===== src/ics_pkg.sv =====
`timescale 1ns / 1ps

package ics_pkg;

    // Item geometry: eight bytes per beat, paired into 16-bit words
    localparam int DATA_W         = 64;
    localparam int BYTES_PER_ITEM = DATA_W / 8;
    localparam int WORDS_PER_ITEM = BYTES_PER_ITEM / 2;
    localparam int COUNT_W        = 4;
    localparam int WORD_W         = 16;
    localparam int PART_W         = WORD_W + $clog2(WORDS_PER_ITEM);
    localparam int SUM_W          = 32;

    // Depth of the queue between front and back end
    localparam int QUEUE_DEPTH    = 2;
    localparam int QPTR_W         = $clog2(QUEUE_DEPTH);
    localparam int QCNT_W         = $clog2(QUEUE_DEPTH + 1);

    // Reset value of the byte order register
    localparam logic NETWORK_ORDER_RESET = 1'b1;

    // One classified item: partial word sum of the beat plus end-of-buffer mark
    typedef struct packed {
        logic [PART_W-1:0] part_sum;
        logic              last;
    } ics_item_t;

endpackage


===== src/ics_front.sv =====
`timescale 1ns / 1ps

module ics_front
    import ics_pkg::*;
(
    input  logic               clk,
    input  logic               rst_n,
    input  logic               cfg_write_en,
    input  logic               cfg_write_data,
    input  logic               in_valid,
    output logic               in_stall,
    input  logic [DATA_W-1:0]  data_bytes,
    input  logic [COUNT_W-1:0] valid_bytes,
    input  logic               last,
    output logic               push,
    output ics_item_t          push_item,
    input  logic               queue_full
);

    logic                          network_order_reg;
    logic [COUNT_W-1:0]            count;
    logic [WORDS_PER_ITEM-1:0][WORD_W-1:0] words;
    logic [PART_W-1:0]             part_sum;

    // Byte order register
    always_ff @(posedge clk or negedge rst_n)
    begin
        if (!rst_n)
        begin
            network_order_reg <= NETWORK_ORDER_RESET;
        end
        else if (cfg_write_en)
        begin
            network_order_reg <= cfg_write_data;
        end
    end

    // Saturate the byte count to the beat width
    always_comb
    begin
        if (valid_bytes > COUNT_W'(BYTES_PER_ITEM))
        begin
            count = COUNT_W'(BYTES_PER_ITEM);
        end
        else
        begin
            count = valid_bytes;
        end
    end

    // Pair bytes into words; bytes past the count read as zero
    always_comb
    begin
        logic [7:0] first_byte;
        logic [7:0] second_byte;
        for (int p = 0; p < WORDS_PER_ITEM; p++)
        begin
            first_byte  = (COUNT_W'(2 * p) < count) ? data_bytes[16*p +: 8] : 8'h00;
            second_byte = (COUNT_W'(2 * p + 1) < count) ? data_bytes[16*p+8 +: 8] : 8'h00;
            if (network_order_reg)
            begin
                words[p] = {first_byte, second_byte};
            end
            else
            begin
                words[p] = {second_byte, first_byte};
            end
        end
    end

    // Sum the words of the beat; no carry is lost at this width
    always_comb
    begin
        part_sum = '0;
        for (int p = 0; p < WORDS_PER_ITEM; p++)
        begin
            part_sum = part_sum + PART_W'(words[p]);
        end
    end

    // Hand the classified beat to the queue
    assign in_stall           = queue_full;
    assign push               = in_valid && !queue_full;
    assign push_item.part_sum = part_sum;
    assign push_item.last     = last;

endmodule


===== src/ics_queue.sv =====
`timescale 1ns / 1ps

module ics_queue
    import ics_pkg::*;
(
    input  logic      clk,
    input  logic      rst_n,
    input  logic      push,
    input  ics_item_t push_item,
    output logic      full,
    output logic      pop_valid,
    output ics_item_t pop_item,
    input  logic      pop
);

    ics_item_t           entry_reg [QUEUE_DEPTH];
    logic [QPTR_W-1:0]   wr_ptr_reg;
    logic [QPTR_W-1:0]   wr_ptr_next;
    logic [QPTR_W-1:0]   rd_ptr_reg;
    logic [QPTR_W-1:0]   rd_ptr_next;
    logic [QCNT_W-1:0]   count_reg;
    logic [QCNT_W-1:0]   count_next;
    logic                do_pop;

    assign full      = (count_reg == QCNT_W'(QUEUE_DEPTH));
    assign pop_valid = (count_reg != '0);
    assign pop_item  = entry_reg[rd_ptr_reg];
    assign do_pop    = pop && pop_valid;

    // Pointer and fill count update
    always_comb
    begin
        wr_ptr_next = wr_ptr_reg;
        rd_ptr_next = rd_ptr_reg;
        count_next  = count_reg;
        if (push)
        begin
            wr_ptr_next = (wr_ptr_reg == QPTR_W'(QUEUE_DEPTH - 1)) ? '0 : wr_ptr_reg + 1'b1;
        end
        if (do_pop)
        begin
            rd_ptr_next = (rd_ptr_reg == QPTR_W'(QUEUE_DEPTH - 1)) ? '0 : rd_ptr_reg + 1'b1;
        end
        if (push && !do_pop)
        begin
            count_next = count_reg + 1'b1;
        end
        else if (!push && do_pop)
        begin
            count_next = count_reg - 1'b1;
        end
    end

    always_ff @(posedge clk or negedge rst_n)
    begin
        if (!rst_n)
        begin
            wr_ptr_reg <= '0;
            rd_ptr_reg <= '0;
            count_reg  <= '0;
        end
        else
        begin
            wr_ptr_reg <= wr_ptr_next;
            rd_ptr_reg <= rd_ptr_next;
            count_reg  <= count_next;
        end
    end

    // Entry storage, payload only
    always_ff @(posedge clk)
    begin
        if (push)
        begin
            entry_reg[wr_ptr_reg] <= push_item;
        end
    end

    // Fill count stays within the depth
    a_count_bound: assert property (@(posedge clk) disable iff (!rst_n)
        count_reg <= QCNT_W'(QUEUE_DEPTH))
        else $error("queue fill count beyond depth");

    // A push into a full queue would overwrite an entry
    a_no_overflow: assert property (@(posedge clk) disable iff (!rst_n)
        full |-> !push)
        else $error("push while queue full");

    // Push without pop raises the fill count by one
    a_count_step: assert property (@(posedge clk) disable iff (!rst_n)
        (push && !do_pop) |=> count_reg == $past(count_reg) + 1'b1)
        else $error("fill count did not follow a push");

endmodule


===== src/ics_back.sv =====
`timescale 1ns / 1ps

module ics_back
    import ics_pkg::*;
(
    input  logic        clk,
    input  logic        rst_n,
    input  logic        pop_valid,
    input  ics_item_t   pop_item,
    output logic        pop,
    output logic        out_valid,
    input  logic        out_stall,
    output logic [15:0] checksum
);

    logic [SUM_W-1:0]  sum_reg;
    logic [SUM_W-1:0]  sum_next;
    logic              fold_valid_reg;
    logic [SUM_W-1:0]  fold_sum_reg;
    logic              out_valid_reg;
    logic [15:0]       checksum_reg;
    logic              out_free;
    logic              fold_move;
    logic              fold_free;
    logic [WORD_W:0]   fold_once;
    logic [WORD_W:0]   fold_twice;

    // Handshake between the stages of the back end
    assign out_free  = !out_valid_reg || !out_stall;
    assign fold_move = fold_valid_reg && out_free;
    assign fold_free = !fold_valid_reg || fold_move;
    assign pop       = pop_valid && (!pop_item.last || fold_free);

    // Running sum wraps at 32 bits
    assign sum_next = sum_reg + SUM_W'(pop_item.part_sum);

    always_ff @(posedge clk or negedge rst_n)
    begin
        if (!rst_n)
        begin
            sum_reg <= '0;
        end
        else if (pop)
        begin
            sum_reg <= pop_item.last ? '0 : sum_next;
        end
    end

    // Fold stage: holds the buffer total until the output register is free
    always_ff @(posedge clk or negedge rst_n)
    begin
        if (!rst_n)
        begin
            fold_valid_reg <= 1'b0;
        end
        else if (pop && pop_item.last)
        begin
            fold_valid_reg <= 1'b1;
        end
        else if (fold_move)
        begin
            fold_valid_reg <= 1'b0;
        end
    end

    always_ff @(posedge clk)
    begin
        if (pop && pop_item.last)
        begin
            fold_sum_reg <= sum_next;
        end
    end

    // Two end-around folds to 16 bits
    assign fold_once  = {1'b0, fold_sum_reg[SUM_W-1:WORD_W]} + {1'b0, fold_sum_reg[WORD_W-1:0]};
    assign fold_twice = {1'b0, fold_once[WORD_W-1:0]} + (WORD_W + 1)'(fold_once[WORD_W]);

    // Output register
    always_ff @(posedge clk or negedge rst_n)
    begin
        if (!rst_n)
        begin
            out_valid_reg <= 1'b0;
        end
        else if (out_free)
        begin
            out_valid_reg <= fold_valid_reg;
        end
    end

    always_ff @(posedge clk)
    begin
        if (fold_move)
        begin
            checksum_reg <= ~fold_twice[WORD_W-1:0];
        end
    end

    assign out_valid = out_valid_reg;
    assign checksum  = checksum_reg;

    // Running sum starts afresh after every end of buffer
    a_sum_cleared: assert property (@(posedge clk) disable iff (!rst_n)
        (pop && pop_item.last) |=> sum_reg == '0)
        else $error("running sum not cleared after last transfer");

    // A waiting total is neither lost nor altered
    a_fold_hold: assert property (@(posedge clk) disable iff (!rst_n)
        (fold_valid_reg && !out_free) |=> fold_valid_reg && $stable(fold_sum_reg))
        else $error("fold stage lost its total under stall");

    // A last item never enters while the fold stage is blocked
    a_fold_no_overrun: assert property (@(posedge clk) disable iff (!rst_n)
        (pop && pop_item.last) |-> fold_free)
        else $error("fold stage overrun");

endmodule


===== src/internet_checksum_stream.sv =====
`timescale 1ns / 1ps

// Streaming Internet checksum (ones complement sum of 16-bit words). Each input
// transfer carries up to eight bytes, byte 0 in the low bits, and is paired into
// words from byte 0 upward; network_order (reset 1) makes the first byte of each
// pair the high byte, 0 makes it the low byte. An odd trailing byte is padded
// with a zero second byte. The block takes one transfer per cycle while in_stall
// is low: the front end sums the beat's words combinationally into a two-entry
// queue; the back end adds one entry per cycle, bar a last entry that meets a
// busy fold stage, into the 32-bit running sum, the rate-setting loop. On a last
// transfer the total is folded to 16 bits, inverted and registered onto checksum,
// and the running sum clears. Write network_order only while the block is idle.

module internet_checksum_stream
    import ics_pkg::*;
(
    input  logic               clk,
    input  logic               rst_n,
    input  logic               cfg_write_en,
    input  logic               cfg_write_data,
    input  logic               in_valid,
    output logic               in_stall,
    input  logic [DATA_W-1:0]  data_bytes,
    input  logic [COUNT_W-1:0] valid_bytes,
    input  logic               last,
    output logic               out_valid,
    input  logic               out_stall,
    output logic [15:0]        checksum
);

    logic      push;
    ics_item_t push_item;
    logic      queue_full;
    logic      pop_valid;
    ics_item_t pop_item;
    logic      pop;

    ics_front u_front (
        .clk            (clk),
        .rst_n          (rst_n),
        .cfg_write_en   (cfg_write_en),
        .cfg_write_data (cfg_write_data),
        .in_valid       (in_valid),
        .in_stall       (in_stall),
        .data_bytes     (data_bytes),
        .valid_bytes    (valid_bytes),
        .last           (last),
        .push           (push),
        .push_item      (push_item),
        .queue_full     (queue_full)
    );

    ics_queue u_queue (
        .clk       (clk),
        .rst_n     (rst_n),
        .push      (push),
        .push_item (push_item),
        .full      (queue_full),
        .pop_valid (pop_valid),
        .pop_item  (pop_item),
        .pop       (pop)
    );

    ics_back u_back (
        .clk       (clk),
        .rst_n     (rst_n),
        .pop_valid (pop_valid),
        .pop_item  (pop_item),
        .pop       (pop),
        .out_valid (out_valid),
        .out_stall (out_stall),
        .checksum  (checksum)
    );

endmodule


===== config.mk =====
export PLATFORM = sky130hd
export DESIGN_NAME = internet_checksum_stream
export DESIGN_NICKNAME = d
export VERILOG_FILES = /design/src/ics_pkg.sv /design/src/ics_front.sv /design/src/ics_queue.sv /design/src/ics_back.sv /design/src/internet_checksum_stream.sv
export SDC_FILE = /design/constraint.sdc
export NUM_CORES = 1
export LEC_CHECK = 0
export ABC_AREA = 1
export BUFFER_PORTS_ARGS = -buffer_cell sky130_fd_sc_hd__buf_4
export CORE_MARGIN = 2
export CORE_UTILIZATION = 57
export CTS_CLUSTER_SIZE = 14
export DETAILED_ROUTE_END_ITERATION = 12
export HOLD_SLACK_MARGIN = 0.1
export PLACE_DENSITY = 0.85
export SLEW_MARGIN = 10
export SYNTH_ARGS = -nofsm -noshare
export SYNTH_HDL_FRONTEND = slang
export SYNTH_SLANG_ARGS = --single-unit

===== constraint.sdc =====
create_clock -name clk -period 8.7 [get_ports clk]
set_clock_uncertainty 0.1 [all_clocks]
set_input_delay 0.87 -clock clk [delete_from_list [all_inputs] [get_ports clk]]
set_output_delay 0.87 -clock clk [all_outputs]
set_load 0.01 [all_outputs]

==> metrics.txt <==
antenna violation net count after detailed routing 0; Synth top area share 0.259; fin cells 1683; CTS sink cnt 125; final hold vios 0; Final setup viols 0; peak supply drop 221 uV; post-synthesis sequential area ratio 0.357; row cnt 48; Top FF cell, synth edfxtp_1; fin crit share 0.730; Post-Synthesis Cells 1353; pin count of the biggest net entering global routing 70; Die H 136 um; drt drc 0; htree depth 4; final critical-path required period 6.35 ns; DR vias/cell 5.38; gpl congestion 1.02; CP Max Fanout 69; CTS tree yes; Slew Viols, Final 0; fmax 0.157 GHz; PD cells 424 mW/mm2; die span in x 136 um; # fillers 1468; core area 0.0172 mm2; via count 9049; # IOs 93; max_slew headroom 0.200; FF+latch count, synth 125; Worst Path Arrival 6.42 ns; max reg flops 38; Leak 5.84 nW; number of port buffers 92; kind of critical path flop to flop; max cap viols 0; all-layer global routing usage 0.272; HP Class input pin to async pin; yosys warns 0; top area cells in the synthesized netlist edfxtp_1, nand2_1, dfrtp_1; hold_buf cts 0; count of cell types in the netlist 44; Setup Total Neg Slack 0 ns; RSZ-0062 raised after global routing no; layout cells sized above 1 0.102; NumNets Final 1609; run status finished clean; antenna violations before repair 0; First-pass DRT Iterations 12; dpl cells 1651; crit start category flop; syn_area_per_cell 7.37 um2; clk slew on worst S/H paths 0.06 ns; Total Power 4.87 mW; DIE AREA 0.0186 mm2; Slew @ Worst Pin 1.20 ns; overflow left after global routing 0; initial DRC count 667; Crit. End Element flop; Clk Latency, worst-skew pair 0.42 ns; list of most frequent post-synthesis cells nand2_1, inv_1, o21ai_0; wire length per cell 14.4 um; Critical Path RT 8.77 ns; CTS Buf Count 17; Yosys top cell by area edfxtp_1; clk buf depth 2; cell area after synthesis 0.00998 mm2; CTS Root Cell clkbuf_16; Synth async-reset ratio 0.312; cts repair resizes 0; number of synthesized flops with an enable pin 86; Synth Net Count 1517; HPWL after detailed placement 19100 um; Antenna Cells 0; total wire length 24200 um; first-pass GRT wire length 40000 um; starting density of the core 0.581; number of setup buffers added after CTS 0; count leader, synth nand2_1; Area growth syn-to-layout 15.1%; vias in the first global route 8887
metal layers:
metal	global-route usage	up-vias	share of wire
met5	0	-	0
met4	0.153	0	0.047
li1	-	4542	-
met3	0.0332	78	0.051
met2	0.511	339	0.52
met1	0.294	4090	0.39
final timing paths:
check | from | to | slack [ns] | cells past startpoint
min in group clk | u_back.sum_reg[7]$_DFFE_PN0P_ | u_back.sum_reg[7]$_DFFE_PN0P_ | 0.40 | 2
max in group asynchronous | rst_n | u_front.network_order_reg$_DFFE_PN1P_ | 7.78 | 1
hold reg to reg | u_back.sum_reg[7]$_DFFE_PN0P_ | u_back.sum_reg[7]$_DFFE_PN0P_ | 0.40 | 2
setup reg to reg | u_front.network_order_reg$_DFFE_PN1P_ | u_queue.entry_reg[0][18]$_DFFE_PP_ | 2.35 | 21
setup / recovery | u_front.network_order_reg$_DFFE_PN1P_ | u_queue.entry_reg[0][18]$_DFFE_PP_ | 2.35 | 21
hold / removal | rst_n | u_back.sum_reg[20]$_DFFE_PN0P_ | 0.33 | 1
critical path: stages, from the launching register on:
cell,delay [ns]
dfstp_2,1.18
clkinv_1,0.83
buf_4,0.47
nand2_1,0.09
o21ai_0,0.08
ha_1,0.38
nand2_1,0.07
o21ai_0,0.35
a21boi_0,0.22
o21ai_0,0.31
xnor2_1,0.14
fa_1,0.54
inv_1,0.04
ha_1,0.37
a21oi_1,0.23
o21ai_0,0.17
nand3_1,0.11
nand2_1,0.08
nand2_1,0.10
nand2_1,0.07
nand2_1,0.07
nand2_1,0.06
final cells by class:
| cell class | count | area [um2] | share of cell area |
|---|---|---|---|
| multi-input combinational | 992 | 5530 | 0.481 |
| sequential | 125 | 3560 | 0.310 |
| inverter | 213 | 800 | 0.0696 |
| timing repair buffer | 96 | 721 | 0.0627 |
| clock buffer | 18 | 429 | 0.0374 |
| tap | 225 | 282 | 0.0245 |
| clock inverter | 14 | 169 | 0.0147 |
cell families (layout without fill, tap and decap cells):
| group | count (synthesis) | after routing | share of synthesized area |
|---|---|---|---|
| adders and majority gates | 89 | 89 | 0.127 |
| AOI/OAI and AO/OA | 196 | 196 | 0.104 |
| DFF | 125 | 125 | 0.357 |
| xor gates and xnor gates | 63 | 63 | 0.0576 |
| and+or+nand+nor | 644 | 644 | 0.265 |
| buffers and inverters | 236 | 341 | 0.0890 |
through the flow:
stage / hold slack [ns] / setup slack, ns / utilization / area, um2
finish: 0.329 / 2.35 / 0.669 / 11500
floorplan: 0.355 / 3.77 / - / 9980
detailed placement: 0.377 / 2.48 / 0.634 / 10900
global placement: 0.371 / 2.72 / 0.634 / 10900
CTS: 0.342 / 2.46 / 0.669 / 11500
global route: 0.369 / 1.73 / 0.669 / 11500
cell usage in the layout (no fill, tap or decap), drive strengths merged, types with 7 or more instances in the layout:
cell    count
ha         69
nor3       12
buf        96
dfrtp      38
nand2     439
edfxtp     86
inv       213
o21ai     114
xnor2      24
a21oi      61
clkbuf     18
nand3      76
clkinv      7
nand4      12
nor2       85
xor2       39
and2       12
fa         20
where the power goes:
| part | leakage, nW | internal [mW] | switching [mW] | total (mW) |
|---|---|---|---|---|
| Clock | 0.280 | 0.450 | 0.269 | 0.719 |
| Sequential | 1.33 | 1.12 | 0.121 | 1.25 |
| Combinational | 4.23 | 0.996 | 1.91 | 2.90 |
| Total | 5.84 | 2.57 | 2.30 | 4.87 |
Note: power is estimated with default switching activity, not from simulation.
